==> src/hw/rtl/assert_macros.svh <==
// Assertion macros used by the sequencer top module.
// Each macro expands to one labeled concurrent assertion that is clocked on
// the rising edge and disabled while the synchronous reset is asserted.
`ifndef ASSERT_MACROS_SVH
`define ASSERT_MACROS_SVH

// The consequent must hold in the same cycle as the antecedent.
`define ASSERT_SAME(label, clk, rst_n, ante, cons) \
  label: assert property (@(posedge clk) disable iff (!rst_n) (ante) |-> (cons)) \
    else $error("assertion failed: same-cycle implication");

// The consequent must hold in the cycle after the antecedent.
`define ASSERT_NEXT(label, clk, rst_n, ante, cons) \
  label: assert property (@(posedge clk) disable iff (!rst_n) (ante) |=> (cons)) \
    else $error("assertion failed: next-cycle implication");

`endif

==> src/hw/rtl/owus_pkg.sv <==
package owus_pkg;

  // Command codes on the input channel.
  typedef enum logic [1:0] {
    FUNC_RESET = 2'd0,
    FUNC_WRITE = 2'd1,
    FUNC_READ  = 2'd2,
    FUNC_RX    = 2'd3
  } func_t;

  // Operation in progress.
  typedef enum logic [1:0] {
    OP_FREE  = 2'd0,
    OP_WRITE = 2'd1,
    OP_READ  = 2'd2,
    OP_RESET = 2'd3
  } op_t;

  // Configuration register indexes.
  localparam logic [1:0] CFG_SLOT_ONE  = 2'd0;
  localparam logic [1:0] CFG_SLOT_ZERO = 2'd1;
  localparam logic [1:0] CFG_RESET_PAT = 2'd2;

  localparam logic [7:0] SLOT_ONE_RST  = 8'hFF;
  localparam logic [7:0] SLOT_ZERO_RST = 8'h00;
  localparam logic [7:0] RESET_PAT_RST = 8'hF0;

  // Index of the last slot of a byte.
  localparam logic [3:0] LAST_BIT  = 4'd7;
  localparam logic [3:0] BYTE_BITS = 4'd8;

endpackage

==> src/hw/rtl/onewire_uart_slot_sequencer_top.sv <==
// One-wire bus master that talks to the bus through a UART, one UART byte
// per bus slot. Each input transfer carries a command (start a bus reset,
// start a byte write, start a byte read) or a byte received from the UART.
// Every input transfer yields exactly one result transfer that tells the
// UART which slot byte to send next, which baud rate to use, whether the
// operation finished, the read byte and the presence status.
// The configuration port writes the slot patterns and the reset pattern; the
// user must write it only while no transfer is in flight, as no logic checks it.
// A result passes through the input register and then the result register
// before it appears on the output.
// Throughput is one transfer per cycle while the receiver does not stall; the
// combinational next-state logic between the two registers sets that figure.
// When the receiver stalls, the result register holds its transfer and the
// input register can still take one more item, after which in_stall rises.
// Reset clears the pipeline, returns the sequencer to the free state at fast
// baud and loads the configuration registers with their default patterns.
module onewire_uart_slot_sequencer_top (
  input  logic                 clk,
  input  logic                 rst_n,
  input  logic                 cfg_wr_en,
  input  logic [1:0]           cfg_index,
  input  logic [7:0]           cfg_data,
  input  logic                 in_valid,
  output logic                 in_stall,
  input  owus_pkg::func_t      in_func,
  input  logic [7:0]           in_data_byte,
  output logic                 out_valid,
  input  logic                 out_stall,
  output logic                 out_status,
  output logic                 out_tx_valid,
  output logic [7:0]           out_tx_byte,
  output logic                 out_baud_slow,
  output logic                 out_done_res,
  output logic [7:0]           out_read_value,
  output logic                 out_device_present,
  output logic                 out_busy_flag
);
  import owus_pkg::*;

  // Configuration registers.
  logic [7:0] slot_one_r, slot_zero_r, reset_pat_r;

  // Input register stage.
  logic       in_valid_r;
  func_t      in_func_r;
  logic [7:0] in_data_r;

  // Sequencer state.
  op_t        op_r, op_nxt;
  logic       busy_r, busy_nxt;
  logic [3:0] bit_index_r, bit_index_nxt;
  logic [7:0] write_shift_r, write_shift_nxt;
  logic [7:0] read_accum_r, read_accum_nxt;
  logic [7:0] presence_r, presence_nxt;
  logic       reset_phase_r, reset_phase_nxt;
  logic       slow_baud_r, slow_baud_nxt;

  // Result register.
  logic       out_valid_r;
  logic       status_nxt, tx_valid_nxt, done_nxt;
  logic [7:0] tx_byte_nxt;
  logic       status_r, tx_valid_r, done_r, present_r;
  logic [7:0] tx_byte_r;

  logic       in_accept;
  logic       advance;
  logic [3:0] bit_inc;

  // The item in the input register moves on when the result register is
  // empty or is being emptied in this cycle.
  assign advance   = in_valid_r && (!out_valid_r || !out_stall);
  assign in_stall  = in_valid_r && !advance;
  assign in_accept = in_valid && !in_stall;
  assign bit_inc   = bit_index_r + 4'd1;

  always_ff @(posedge clk) begin
    if (!rst_n) begin
      slot_one_r  <= SLOT_ONE_RST;
      slot_zero_r <= SLOT_ZERO_RST;
      reset_pat_r <= RESET_PAT_RST;
    end else if (cfg_wr_en) begin
      case (cfg_index)
        CFG_SLOT_ONE:  slot_one_r  <= cfg_data;
        CFG_SLOT_ZERO: slot_zero_r <= cfg_data;
        CFG_RESET_PAT: reset_pat_r <= cfg_data;
        default: ;
      endcase
    end
  end

  always_ff @(posedge clk) begin
    if (!rst_n) begin
      in_valid_r <= 1'b0;
    end else if (in_accept) begin
      in_valid_r <= 1'b1;
    end else if (advance) begin
      in_valid_r <= 1'b0;
    end
  end

  always_ff @(posedge clk) begin
    if (in_accept) begin
      in_func_r <= in_func;
      in_data_r <= in_data_byte;
    end
  end

  // Next state and result for the item in the input register.
  always_comb begin
    op_nxt          = op_r;
    busy_nxt        = busy_r;
    bit_index_nxt   = bit_index_r;
    write_shift_nxt = write_shift_r;
    read_accum_nxt  = read_accum_r;
    presence_nxt    = presence_r;
    reset_phase_nxt = reset_phase_r;
    slow_baud_nxt   = slow_baud_r;
    status_nxt      = 1'b0;
    tx_valid_nxt    = 1'b0;
    tx_byte_nxt     = 8'h00;
    done_nxt        = 1'b0;

    if (in_func_r != FUNC_RX) begin
      if (busy_r) begin
        status_nxt = 1'b1;
      end else begin
        busy_nxt     = 1'b1;
        tx_valid_nxt = 1'b1;
        case (in_func_r)
          FUNC_RESET: begin
            op_nxt          = OP_RESET;
            reset_phase_nxt = 1'b0;
            slow_baud_nxt   = 1'b1;
            tx_byte_nxt     = reset_pat_r;
          end
          FUNC_WRITE: begin
            op_nxt          = OP_WRITE;
            write_shift_nxt = in_data_r;
            bit_index_nxt   = 4'd0;
            tx_byte_nxt     = in_data_r[0] ? slot_one_r : slot_zero_r;
          end
          default: begin
            op_nxt         = OP_READ;
            read_accum_nxt = 8'h00;
            bit_index_nxt  = 4'd0;
            tx_byte_nxt    = slot_one_r;
          end
        endcase
      end
    end else begin
      case (op_r)
        OP_WRITE: begin
          if (bit_index_r < LAST_BIT) begin
            bit_index_nxt = bit_inc;
            tx_valid_nxt  = 1'b1;
            tx_byte_nxt   = write_shift_r[bit_inc[2:0]] ? slot_one_r : slot_zero_r;
          end else begin
            busy_nxt = 1'b0;
            op_nxt   = OP_FREE;
            done_nxt = 1'b1;
          end
        end
        OP_READ: begin
          if (in_data_r == slot_one_r && bit_index_r < BYTE_BITS) begin
            read_accum_nxt[bit_index_r[2:0]] = 1'b1;
          end
          bit_index_nxt = bit_inc;
          if (bit_inc < BYTE_BITS) begin
            tx_valid_nxt = 1'b1;
            tx_byte_nxt  = slot_one_r;
          end else begin
            busy_nxt = 1'b0;
            op_nxt   = OP_FREE;
            done_nxt = 1'b1;
          end
        end
        OP_RESET: begin
          busy_nxt = 1'b0;
          if (!reset_phase_r) begin
            reset_phase_nxt = 1'b1;
            presence_nxt    = in_data_r;
            slow_baud_nxt   = 1'b0;
            op_nxt          = OP_FREE;
            done_nxt        = 1'b1;
          end
        end
        default: begin
          busy_nxt = 1'b0;
        end
      endcase
    end
  end

  always_ff @(posedge clk) begin
    if (!rst_n) begin
      op_r          <= OP_FREE;
      busy_r        <= 1'b0;
      bit_index_r   <= 4'd0;
      write_shift_r <= 8'h00;
      read_accum_r  <= 8'h00;
      presence_r    <= 8'h00;
      reset_phase_r <= 1'b0;
      slow_baud_r   <= 1'b0;
    end else if (advance) begin
      op_r          <= op_nxt;
      busy_r        <= busy_nxt;
      bit_index_r   <= bit_index_nxt;
      write_shift_r <= write_shift_nxt;
      read_accum_r  <= read_accum_nxt;
      presence_r    <= presence_nxt;
      reset_phase_r <= reset_phase_nxt;
      slow_baud_r   <= slow_baud_nxt;
    end
  end

  always_ff @(posedge clk) begin
    if (!rst_n) begin
      out_valid_r <= 1'b0;
    end else if (advance) begin
      out_valid_r <= 1'b1;
    end else if (!out_stall) begin
      out_valid_r <= 1'b0;
    end
  end

  // The presence test compares against the reset pattern as it stands now.
  always_ff @(posedge clk) begin
    if (advance) begin
      status_r   <= status_nxt;
      tx_valid_r <= tx_valid_nxt;
      tx_byte_r  <= tx_byte_nxt;
      done_r     <= done_nxt;
      present_r  <= (presence_nxt != reset_pat_r) && (presence_nxt != 8'h00);
    end
  end

  assign out_valid          = out_valid_r;
  assign out_status         = status_r;
  assign out_tx_valid       = tx_valid_r;
  assign out_tx_byte        = tx_byte_r;
  assign out_baud_slow      = slow_baud_r;
  assign out_done_res       = done_r;
  assign out_read_value     = read_accum_r;
  assign out_device_present = present_r;
  assign out_busy_flag      = busy_r;

`include "assert_macros.svh"

  // The busy flag and the operation register always agree.
  `ASSERT_SAME(a_busy_op, clk, rst_n, 1'b1, busy_r == (op_r != OP_FREE))
  // A slot byte and completion never come with the same result.
  `ASSERT_SAME(a_tx_done, clk, rst_n, out_valid_r && tx_valid_r, !done_r)
  // A refused command leaves the sequencer busy and sends nothing.
  `ASSERT_SAME(a_refused, clk, rst_n, out_valid_r && status_r, !tx_valid_r && busy_r)
  // Slow baud is only selected while a bus reset is running.
  `ASSERT_SAME(a_slow_reset, clk, rst_n, slow_baud_r, busy_r && op_r == OP_RESET)
  // A stalled result is followed by a valid result.
  `ASSERT_NEXT(a_stall_hold, clk, rst_n, out_valid_r && out_stall, out_valid_r)

endmodule
==> config.mk <==
export PLATFORM = sky130hd
export DESIGN_NAME = onewire_uart_slot_sequencer_top
export DESIGN_NICKNAME = d
export VERILOG_FILES = /design/src/hw/rtl/owus_pkg.sv /design/src/hw/rtl/onewire_uart_slot_sequencer_top.sv
export VERILOG_INCLUDE_DIRS = /design/src /design/src/hw/rtl
export SDC_FILE = /design/constraint.sdc
export NUM_CORES = 1
export LEC_CHECK = 0
export BUFFER_PORTS_ARGS = -buffer_cell sky130_fd_sc_hd__buf_2
export CAP_MARGIN = 20
export CORE_MARGIN = 3
export CORE_UTILIZATION = 52
export DETAILED_ROUTE_END_ITERATION = 10
export PLACE_DENSITY = 0.8
export SKIP_LAST_GASP = 1
export SYNTH_ARGS = -nofsm -noshare
export SYNTH_HDL_FRONTEND = slang
export SYNTH_SLANG_ARGS = --single-unit
export TNS_END_PERCENT = 20
==> constraint.sdc <==
create_clock -name clk -period 2.7 [get_ports clk]
set_clock_uncertainty 0.15 [all_clocks]
set_input_delay 0.135 -clock clk [delete_from_list [all_inputs] [get_ports clk]]
set_output_delay 0.135 -clock clk [all_outputs]
set_load 0.02 [all_outputs]
==> results of run 1 <==
## path summary, 6_finish.rpt
path | startpoint | end | slack (ns)
hold reg to reg | out_read_value[1] | out_read_value[1] | 0.29
setup reg to reg | bit_index_r[1] | out_tx_byte[5] | 0.09
setup / recovery | bit_index_r[1] | out_tx_byte[5] | 0.09
hold / removal | cfg_index[1] | slot_one_r[3] | 0.07
## power by group through the flow
stage          combinational (W)  clock, W  sequential, W
2_1_floorplan           0.000167         0        0.00137
3_3_place_gp            0.000244         0        0.00137
5_1_grt                 0.000308  0.000937        0.00135
4_1_cts                 0.000277  0.000884        0.00134
6_report                0.000280  0.000863        0.00134
3_5_place_dp            0.000252         0        0.00137
## repair_timing
item                                   in CTS  in global routing
hold buffers                               21                  0
endpoints found under the hold margin      39                  0
setup endpoints to repair                   0                  0
## metal layers
layer | share of wire (%) | vias to the layer above | global-route usage [%]
met5 | 0 | - | 0
met4 | 0.88 | 0 | 6.72
met3 | 7.3 | 10 | 4.71
met2 | 49 | 116 | 35.8
met1 | 43 | 1496 | 29.6
li1 | - | 1573 | -
## synth_stat cells (all sizes together) (2+ instances only)
| cell | instances | area share [%] |
|---|---|---|
| mux2 | 2 | 0.67 |
| or3b | 2 | 0.45 |
| mux4 | 2 | 1.2 |
| and3b | 2 | 0.45 |
| clkbuf | 15 | 1.4 |
| o2bb2ai | 4 | 0.90 |
| nand3b | 3 | 0.58 |
| a21oi | 9 | 1.2 |
| nand2b | 3 | 0.48 |
| a222oi | 9 | 2.3 |
| o22ai | 5 | 0.80 |
| nor2 | 20 | 2.0 |
| buf | 3 | 0.51 |
| nor2b | 26 | 4.2 |
| xor2 | 8 | 1.8 |
| and3 | 3 | 0.48 |
| edfxtp | 22 | 17 |
| nor3b | 2 | 0.38 |
| o211ai | 2 | 0.38 |
| a21boi | 11 | 2.1 |
| a221o | 8 | 2.0 |
| o21a | 3 | 0.58 |
| mux2i | 26 | 6.7 |
| nand2 | 64 | 6.2 |
| nor4 | 6 | 0.96 |
| a21o | 2 | 0.38 |
| nor3 | 6 | 1.1 |
| a31oi | 3 | 0.86 |
| o21ai | 14 | 1.8 |
| inv | 19 | 1.8 |
| xnor2 | 4 | 0.90 |
| dfxtp | 59 | 30 |
| ha | 10 | 3.2 |
| nand3 | 10 | 1.3 |
| or2 | 2 | 0.32 |
## final cells by class
cell class,count,area [sq um]
Inverter,19,71.3
Timing Repair Buffer,75,495
Clock buffer,10,128
Clock inverter,6,67.6
Tap cell,96,120
Multi-Input combinational cell,283,1920
Sequential cell,81,1840
Fill cell,564,2410
## sequential cells by signal, indices dropped and copies added (netlist names), 2 cells and up
signal,count
bit_index_r,4
in_data_r,8
in_func_r,2
op_r,2
out_read_value,8
out_tx_byte,8
presence_r,8
reset_pat_r,8
slot_one_r,8
slot_zero_r,8
write_shift_r,8
## stage by stage
stage	area [sq um]	util, %	worst slack, ns
6_report	4650	65.9	0.0948
3_3_place_gp	4240	60.1	0.176
5_1_grt	4650	65.9	0.00746
4_1_cts	4650	65.9	0.0957
2_1_floorplan	3910	-	0.240
3_5_place_dp	4240	60.1	0.111
## worst register-to-register path, delay by kind of cell (launching register included)
kind / cells / cell delay (ns)
and+or+nand+nor: 1 / 0.10
DFF: 1 / 0.36
muxes: 2 / 0.84
AOI/OAI and AO/OA: 2 / 0.54
adders and majority gates: 1 / 0.36
## cell families (layout without fill, tap and decap cells)
| group | count (synthesis) | after routing | synth area share (%) |
|---|---|---|---|
| AOI/OAI and AO/OA | 78 | 78 | 15.3 |
| muxes | 30 | 30 | 8.47 |
| buffers and inverters | 37 | 110 | 3.77 |
| DFF | 81 | 81 | 47.1 |
| adders and majority gates | 10 | 10 | 3.20 |
| xor gates and xnor gates | 12 | 12 | 2.69 |
| and+or+nand+nor | 153 | 153 | 19.5 |
==> impl_metrics.json, run 1 <==
{
  "cp_cell_sequence": "ha_1 -> mux4_2 -> mux2_4 -> a31oi_4 -> nor2_2 -> a221o_1",
  "cp_num_cells": 6,
  "worst_hold_path_type": "input port to register",
  "rsz0062_at_grt": "no",
  "cp_num_buf_inv": 0,
  "clock_latency_ns": 0.35,
  "max_freq_ghz": 0.384,
  "syn_inst": 401,
  "p_leak_nw": 1.97,
  "start_util_pct": 55.4,
  "grt_pass1_vias": 2945,
  "final_common_cell": "nand2_1",
  "clk_pin_slew_ns": 0.08,
  "numPlacedInstances": 533,
  "routedWlPerCell_um": 16.2,
  "cts-root-buf": "clkbuf_8",
  "numCtsBuffers": 9,
  "setup.worst_path.end_class": "register",
  "holdWs_ns": 0.0682,
  "htreeDepth": 3,
  "critPathLaunchType": "register",
  "drv_cap": 0,
  "io_pins": 49,
  "synth_seq_area_share_pct": 47.1,
  "grt_max_degree": 49,
  "status": "completed",
  "max_slew_margin_pct": 40.5,
  "tightestPinTransition_ns": 0.891,
  "cp.required_ns": 2.65,
  "routed_wl_mm": 9.21,
  "synth_edf_count": 22,
  "irDropWorstVdd_mv": 0.255,
  "ys_ff_latch": 81,
  "finalSetupViolCount": 0,
  "synthArstFlopShare_pct": 0,
  "power.total_w": 0.00248,
  "critPathMaxStageDelay_ns": 0.52,
  "drive_gt1_share_pct": 16.7,
  "intPower_w": 0.00185,
  "area_growth_pct": 18.8,
  "min_path_cells": 4,
  "layout.nets": 504,
  "setup_tns_ns": 0,
  "core_area_sq_mm": 0.00706,
  "swShare_pct": 25.3,
  "stdcell_count": 570,
  "synthDistinctLibCells": 58,
  "synthesis.area_sq_mm": 0.00391,
  "cts_num_sinks": 81,
  "drcViolationCount": 0,
  "clock_path_buffers": 2,
  "port_buffers": 48,
  "worst_path_max_delay_cell": "mux4_2",
  "dp_hpwl_mm": 6.43,
  "power_switching_w": 0.000629,
  "ys_warn_count": 0,
  "arrival_ns": 2.55,
  "die_area_sq_mm": 0.00860,
  "final_cell_mix": "63 x nand2_1, 59 x dfxtp_1, 48 x buf_2, 26 x nor2b_1, 26 x mux2i_1",
  "maxSlewViolCount": 0,
  "die_w_um": 92.7,
  "reg2regPathDepth": 6,
  "ant_nets": 0,
  "rows": 30,
  "min_period_ns": 2.61,
  "via_per_inst": 5.61,
  "path_class": "register to register",
  "globalRouteOverflowTotal": 0,
  "power_density_mw_per_mm2": 534,
  "chipHeight_um": 92.7,
  "critical_path_peak_fanout": 8,
  "grt.total_usage_pct": 22.1,
  "route.vias.total": 3195,
  "drtIter0Drc": 272,
  "firstDrtPassIters": 5,
  "post_cts_resized": 0,
  "fin_crit_sh_pct": 96.5,
  "antenna_found_initial": 0,
  "synthFlopType": "dfxtp_1",
  "n_antenna_cell": 0,
  "p_seq_share_pct": 54.0,
  "gp_congestion": 0.936,
  "combPwrFrac_pct": 11.3,
  "cts_tree": "done",
  "avgSynthCellArea_sq_um": 9.76,
  "grt_pass1_wl_mm": 14.8,
  "post_cts_buffers": 0,
  "syn_nets": 436,
  "clockPowerShare_pct": 34.8,
  "hold_violations": 0,
  "crit_family": "multiplexers"
}
(Power assumes the default switching activity.)
==> run 2: changes to the inputs <==
--- a/config.mk
+++ b/config.mk
@@ -6,12 +6,13 @@
 export SDC_FILE = /design/constraint.sdc
 export NUM_CORES = 1
 export LEC_CHECK = 0
+export ABC_AREA = 1
 export BUFFER_PORTS_ARGS = -buffer_cell sky130_fd_sc_hd__buf_2
 export CAP_MARGIN = 20
 export CORE_MARGIN = 3
 export CORE_UTILIZATION = 52
 export DETAILED_ROUTE_END_ITERATION = 10
-export PLACE_DENSITY = 0.8
+export PLACE_DENSITY = 0.79
 export SKIP_LAST_GASP = 1
 export SYNTH_ARGS = -nofsm -noshare
 export SYNTH_HDL_FRONTEND = slang
==> impl_metrics.json, run 2 <==
{
  "io_pins": 49,
  "fin_crit_sh_pct": 87.6,
  "status": "completed",
  "cp_cell_sequence": "inv_1 -> ha_1 -> nor2_1 -> a21oi_1 -> o221ai_1 -> nand2_1 -> nand2_1",
  "post_cts_resized": 0,
  "min_period_ns": 2.37,
  "layout.nets": 659,
  "crit_family": "compound AO/OA/AOI/OAI gates",
  "synthFlopType": "dfxtp_1",
  "drive_gt1_share_pct": 14.6,
  "route.vias.total": 3883,
  "synth_edf_count": 22,
  "final_common_cell": "nand2_1",
  "synthArstFlopShare_pct": 0,
  "tightestPinTransition_ns": 0.584,
  "dp_hpwl_mm": 7.76,
  "fillers": 676,
  "htreeDepth": 3,
  "routedWlPerCell_um": 14.9,
  "via_per_inst": 5.33,
  "ys_ff_latch": 81,
  "synthDistinctLibCells": 36,
  "synth_commonest_cells": "138 x nand2_1, 69 x inv_1, 69 x nor2_1",
  "die_area_sq_mm": 0.00899,
  "arrival_ns": 2.34,
  "ys_warn_count": 0,
  "grt.total_usage_pct": 26.2,
  "numCtsBuffers": 9,
  "grt_max_degree": 38,
  "multi_input_area_sq_mm": 0.00189,
  "p_leak_nw": 2.28,
  "drv_cap": 0,
  "synth_most_common_cell": "nand2_1",
  "cp.required_ns": 2.67,
  "worst_hold_path_type": "input port to register",
  "rows": 31,
  "synth_top_cell_area_share_pct": 28.8,
  "start_util_pct": 55.1,
  "die_w_um": 94.8,
  "maxSlewViolCount": 0,
  "worst_path_max_delay_cell": "a21oi_1",
  "grt_pass1_wl_mm": 18.1,
  "port_buffers": 48,
  "final_cell_mix": "138 x nand2_1, 69 x inv_1, 69 x nor2_1, 59 x dfxtp_1, 48 x buf_2",
  "ant_nets": 0,
  "avgSynthCellArea_sq_um": 7.44,
  "synth_area_leaders": "dfxtp_1 29%, edfxtp_1 16%, nand2_1 13%",
  "cts_tree": "done",
  "grt_pass1_vias": 3590,
  "power_density_mw_per_mm2": 557,
  "clock_latency_ns": 0.36,
  "cts-root-buf": "clkbuf_8",
  "synth_top_cell_by_area": "dfxtp_1",
  "max_freq_ghz": 0.423,
  "firstDrtPassIters": 6,
  "setup_tns_ns": 0,
  "setup.worst_path.end_class": "register",
  "max_slew_margin_pct": 61.0,
  "cpMostUsedCell": "nand2_1",
  "antenna_found_initial": 0,
  "hold_violations": 0,
  "path_class": "register to register",
  "syn_nets": 586,
  "core_area_sq_mm": 0.00745,
  "chipHeight_um": 94.8,
  "critical_path_peak_fanout": 10,
  "critPathLaunchType": "register",
  "routed_wl_mm": 10.9,
  "numPlacedInstances": 691,
  "rsz0062_at_grt": "no",
  "cts_num_sinks": 81,
  "area_growth_pct": 18.2,
  "cp_num_buf_inv": 1,
  "globalRouteOverflowTotal": 0,
  "synthesis.area_sq_mm": 0.00410,
  "clk_pin_slew_ns": 0.08,
  "n_antenna_cell": 0,
  "syn_inst": 551,
  "clock_path_buffers": 2,
  "drtIter0Drc": 365,
  "critPathMaxStageDelay_ns": 0.49,
  "finalSetupViolCount": 0,
  "irDropWorstVdd_mv": 0.343,
  "stdcell_count": 728,
  "synth_seq_area_share_pct": 44.9,
  "drcViolationCount": 0,
  "regArea_sq_mm": 0.00184,
  "gp_congestion": 0.964
}
[run 2: power breakdown]
group / internal, W / switching, W / total [W]
registers: 0.00132 / 0.0000473 / 0.00136
clock network: 0.000455 / 0.000450 / 0.000906
logic: 0.000151 / 0.000278 / 0.000429
[run 2: repair_timing]
item                      in CTS  in global routing
hold endpoints to repair      34                  0
hold buffers                  21                  0
buffers inserted               0                  0
[run 2: cell families after synthesis]
| logic type | count (synthesis) | share of synthesized area (%) |
|---|---|---|
| xor+xnor | 6 | 1.28 |
| flops | 81 | 44.9 |
| fa+ha+maj | 10 | 3.05 |
| buf+inv | 91 | 8.91 |
| compound gates | 94 | 13.8 |
| simple gates | 269 | 28.1 |
[run 2: final timing paths]
| check | from | endpoint | slack, ns | cells after the start |
|---|---|---|---|---|
| worst min-delay path | cfg_index[0] | slot_one_r[0] | 0.14 | 4 |
| worst max register to register | in_func_r[1] | out_tx_byte[2] | 0.33 | 7 |
| worst min register to register | out_read_value[3] | out_read_value[3] | 0.30 | 2 |
| worst max-delay path | in_func_r[1] | out_tx_byte[2] | 0.33 | 7 |
[run 2: cell type report]
cell class | count | area share [%]
Multi-Input combinational cell | 379 | 39.1
Sequential cell | 81 | 38.0
Timing Repair Buffer | 75 | 10.2
Inverter | 78 | 6.07
Clock buffer | 12 | 2.99
Tap cell | 99 | 2.56
Clock inverter | 4 | 1.08
[run 2: layer usage]
| metal | vias up | global-route usage, % | wire [um] |
|---|---|---|---|
| li1 | 1930 | - | - |
| met4 | 0 | 7.21 | 155 |
| met1 | 1728 | 37.0 | 4790 |
| met3 | 20 | 5.10 | 1010 |
| met2 | 205 | 41.0 | 4920 |
| met5 | - | 0 | 0 |
[run 2: worst min-delay path, cell delays in order]
cell and delay, ns:
buf_2 0.09, nor3_1 0.05, buf_4 0.18, o211ai_1 0.15
[run 2: through the flow]
| stage | instance area, sq um | total power (W) | util [%] | setup WS [ns] | hold WS (ns) |
|---|---|---|---|---|---|
| after global routing | 4850 | 0.00281 | 65.1 | 0.225 | 0.168 |
| after CTS | 4850 | 0.00269 | 65.1 | 0.431 | 0.111 |
| after global placement | 4440 | 0.00177 | 59.6 | 0.616 | 0.161 |
| after floorplan | 4100 | 0.00166 | - | 0.846 | 0.0839 |
| final | 4850 | 0.00270 | 65.1 | 0.334 | 0.136 |
| after detailed placement | 4440 | 0.00178 | 59.6 | 0.504 | 0.163 |
==> run 3: changes to the inputs <==
--- a/config.mk
+++ b/config.mk
@@ -13,6 +13,7 @@
 export CORE_UTILIZATION = 52
 export DETAILED_ROUTE_END_ITERATION = 10
 export PLACE_DENSITY = 0.79
+export RECOVER_POWER = 25
 export SKIP_LAST_GASP = 1
 export SYNTH_ARGS = -nofsm -noshare
 export SYNTH_HDL_FRONTEND = slang
==> impl_metrics.json, run 3 (same netlist as run 2, synthesis figures left out) <==
{
  "firstDrtPassIters": 5,
  "clock_latency_ns": 0.36,
  "final_common_cell": "nand2_1",
  "dpl-instance-area_sq_mm": 0.00444,
  "irDropWorstVdd_mv": 0.342,
  "p_leak_nw": 2.21,
  "rsz0062_at_grt": "no",
  "numCtsBuffers": 9,
  "path_class": "register to register",
  "rows": 31,
  "combPwrFrac_pct": 15.8,
  "regArea_sq_mm": 0.00184,
  "power.total_w": 0.00270,
  "layout.nets": 659,
  "met3_wirelength_um": 928,
  "min-delay-start": "cfg_index[0]",
  "via_per_inst": 5.35,
  "core_area_sq_mm": 0.00745,
  "grt_pass1_wl_mm": 18.1,
  "routed_wl_mm": 10.9,
  "finalSetupViolCount": 0,
  "critical_path_peak_fanout": 10,
  "critPathLaunchType": "register",
  "met2_length_mm": 4.94,
  "drive_gt1_share_pct": 11.3,
  "cts_num_sinks": 81,
  "max_freq_ghz": 0.417,
  "status": "completed",
  "clockPowerShare_pct": 33.7,
  "grt.total_usage_pct": 26.2,
  "swShare_pct": 28.9,
  "drcViolationCount": 0,
  "grt_pass1_vias": 3590,
  "final_util_pct": 64.7,
  "wl_met1_mm": 4.91,
  "fin_crit_sh_pct": 88.9,
  "dp_hpwl_mm": 7.76,
  "final_cell_mix": "138 x nand2_1, 69 x inv_1, 69 x nor2_1, 59 x dfxtp_1, 40 x nand3_1",
  "routedWlPerCell_um": 15.0,
  "dr.max_layer_used": "met4",
  "chipHeight_um": 94.8,
  "die_w_um": 94.8,
  "port_buffers": 48,
  "worst_hold_path_type": "input port to register",
  "cp_cell_sequence": "inv_1 -> ha_1 -> nor2_1 -> a21oi_1 -> o221ai_1 -> nand2_1 -> nand2_1",
  "setup_tns_ns": 0,
  "power_density_mw_per_mm2": 560,
  "htreeDepth": 3,
  "antenna_found_initial": 0,
  "p_seq_share_pct": 50.5,
  "route.vias.total": 3895,
  "ant_nets": 0,
  "globalRouteOverflowTotal": 0,
  "min_period_ns": 2.40,
  "multi_input_area_sq_mm": 0.00189,
  "power_switching_w": 0.000781,
  "max_slew_margin_pct": 61.1,
  "cts_tree": "done",
  "arrival_ns": 2.37,
  "drtIter0Drc": 363,
  "intPower_w": 0.00192,
  "post_cts_resized": 0,
  "crit_path_start": "in_func_r[1]",
  "start_util_pct": 55.1,
  "reg2reg_from": "in_func_r[1]",
  "grt_max_degree": 38,
  "cpMostUsedCell": "nand2_1",
  "fillers": 682,
  "n_antenna_cell": 0,
  "worst_path_max_delay_cell": "a21oi_1",
  "die_area_sq_mm": 0.00899,
  "clk_pin_slew_ns": 0.08,
  "io_pins": 49,
  "clock_path_buffers": 2,
  "cp.required_ns": 2.67,
  "critPathMaxStageDelay_ns": 0.49,
  "cts-root-buf": "clkbuf_8",
  "tightestPinTransition_ns": 0.584,
  "drv_cap": 0,
  "setup.worst_path.end_class": "register",
  "hold_violations": 0,
  "area_growth_pct": 17.5,
  "maxSlewViolCount": 0,
  "fin_area_sq_mm": 0.00482,
  "gp_congestion": 0.964
}
-- run 3: cell types whose count changed in the layout (fill, tap and decap cells not counted) --
cell / delta
buf_2: -22
clkbuf_2: +1
clkbuf_1: +21
-- run 3: layout make-up --
cell class | instances | area share, %
well taps | 99 | 2.57
clock inverters | 4 | 1.09
multi-input cells | 379 | 39.3
repair buffers | 75 | 9.73
inverters | 78 | 6.10
flip-flops and latches | 81 | 38.2
clock buffers | 12 | 3.01
-- run 3: timing repair --
item                                   CTS  global route
setup buffers                            0             0
hold buffers                            21             0
endpoints found under the hold margin   34             0
-- run 3: path summary, 6_finish.rpt --
path,slack (ns),end,depth (start not counted)
worst max-delay path,0.30,out_tx_byte[2],7
worst min-delay path,0.14,slot_one_r[0],4
worst min register to register,0.30,out_read_value[3],2
worst max register to register,0.30,out_tx_byte[2],7
-- run 3: per-layer routing --
metal / vias to the layer above / track usage, %
met4: 0 / 7.21
met3: 21 / 5.10
met2: 181 / 41.0
met1: 1762 / 37.0
met5: - / 0
li1: 1931 / -
-- run 3: power by group through the flow --
stage	clock (W)	combinational (W)	sequential (W)
after floorplan	0	0.000270	0.00139
after global placement	0	0.000386	0.00139
after detailed placement	0	0.000395	0.00139
after CTS	0.000909	0.000420	0.00136
after global routing	0.000957	0.000479	0.00137
final	0.000910	0.000426	0.00136
-- run 3: stage by stage --
| stage | std cells | worst slack [ns] | hold slack, ns |
|---|---|---|---|
| after floorplan | 551 | 0.846 | 0.0839 |
| after global placement | 691 | 0.616 | 0.161 |
| after detailed placement | 691 | 0.504 | 0.163 |
| after CTS | 728 | 0.431 | 0.111 |
| after global routing | 728 | 0.225 | 0.168 |
| final | 728 | 0.299 | 0.137 |
-- run 3: worst max-delay path, delay by kind of cell (launching register included) --
kind,cells,cell delay [ns]
flip-flops,1,0.41
AND/OR/NAND/NOR,3,0.33
buffers and inverters,1,0.14
adder cells (fa/ha/maj),1,0.40
AO/OA/AOI/OAI,2,0.73
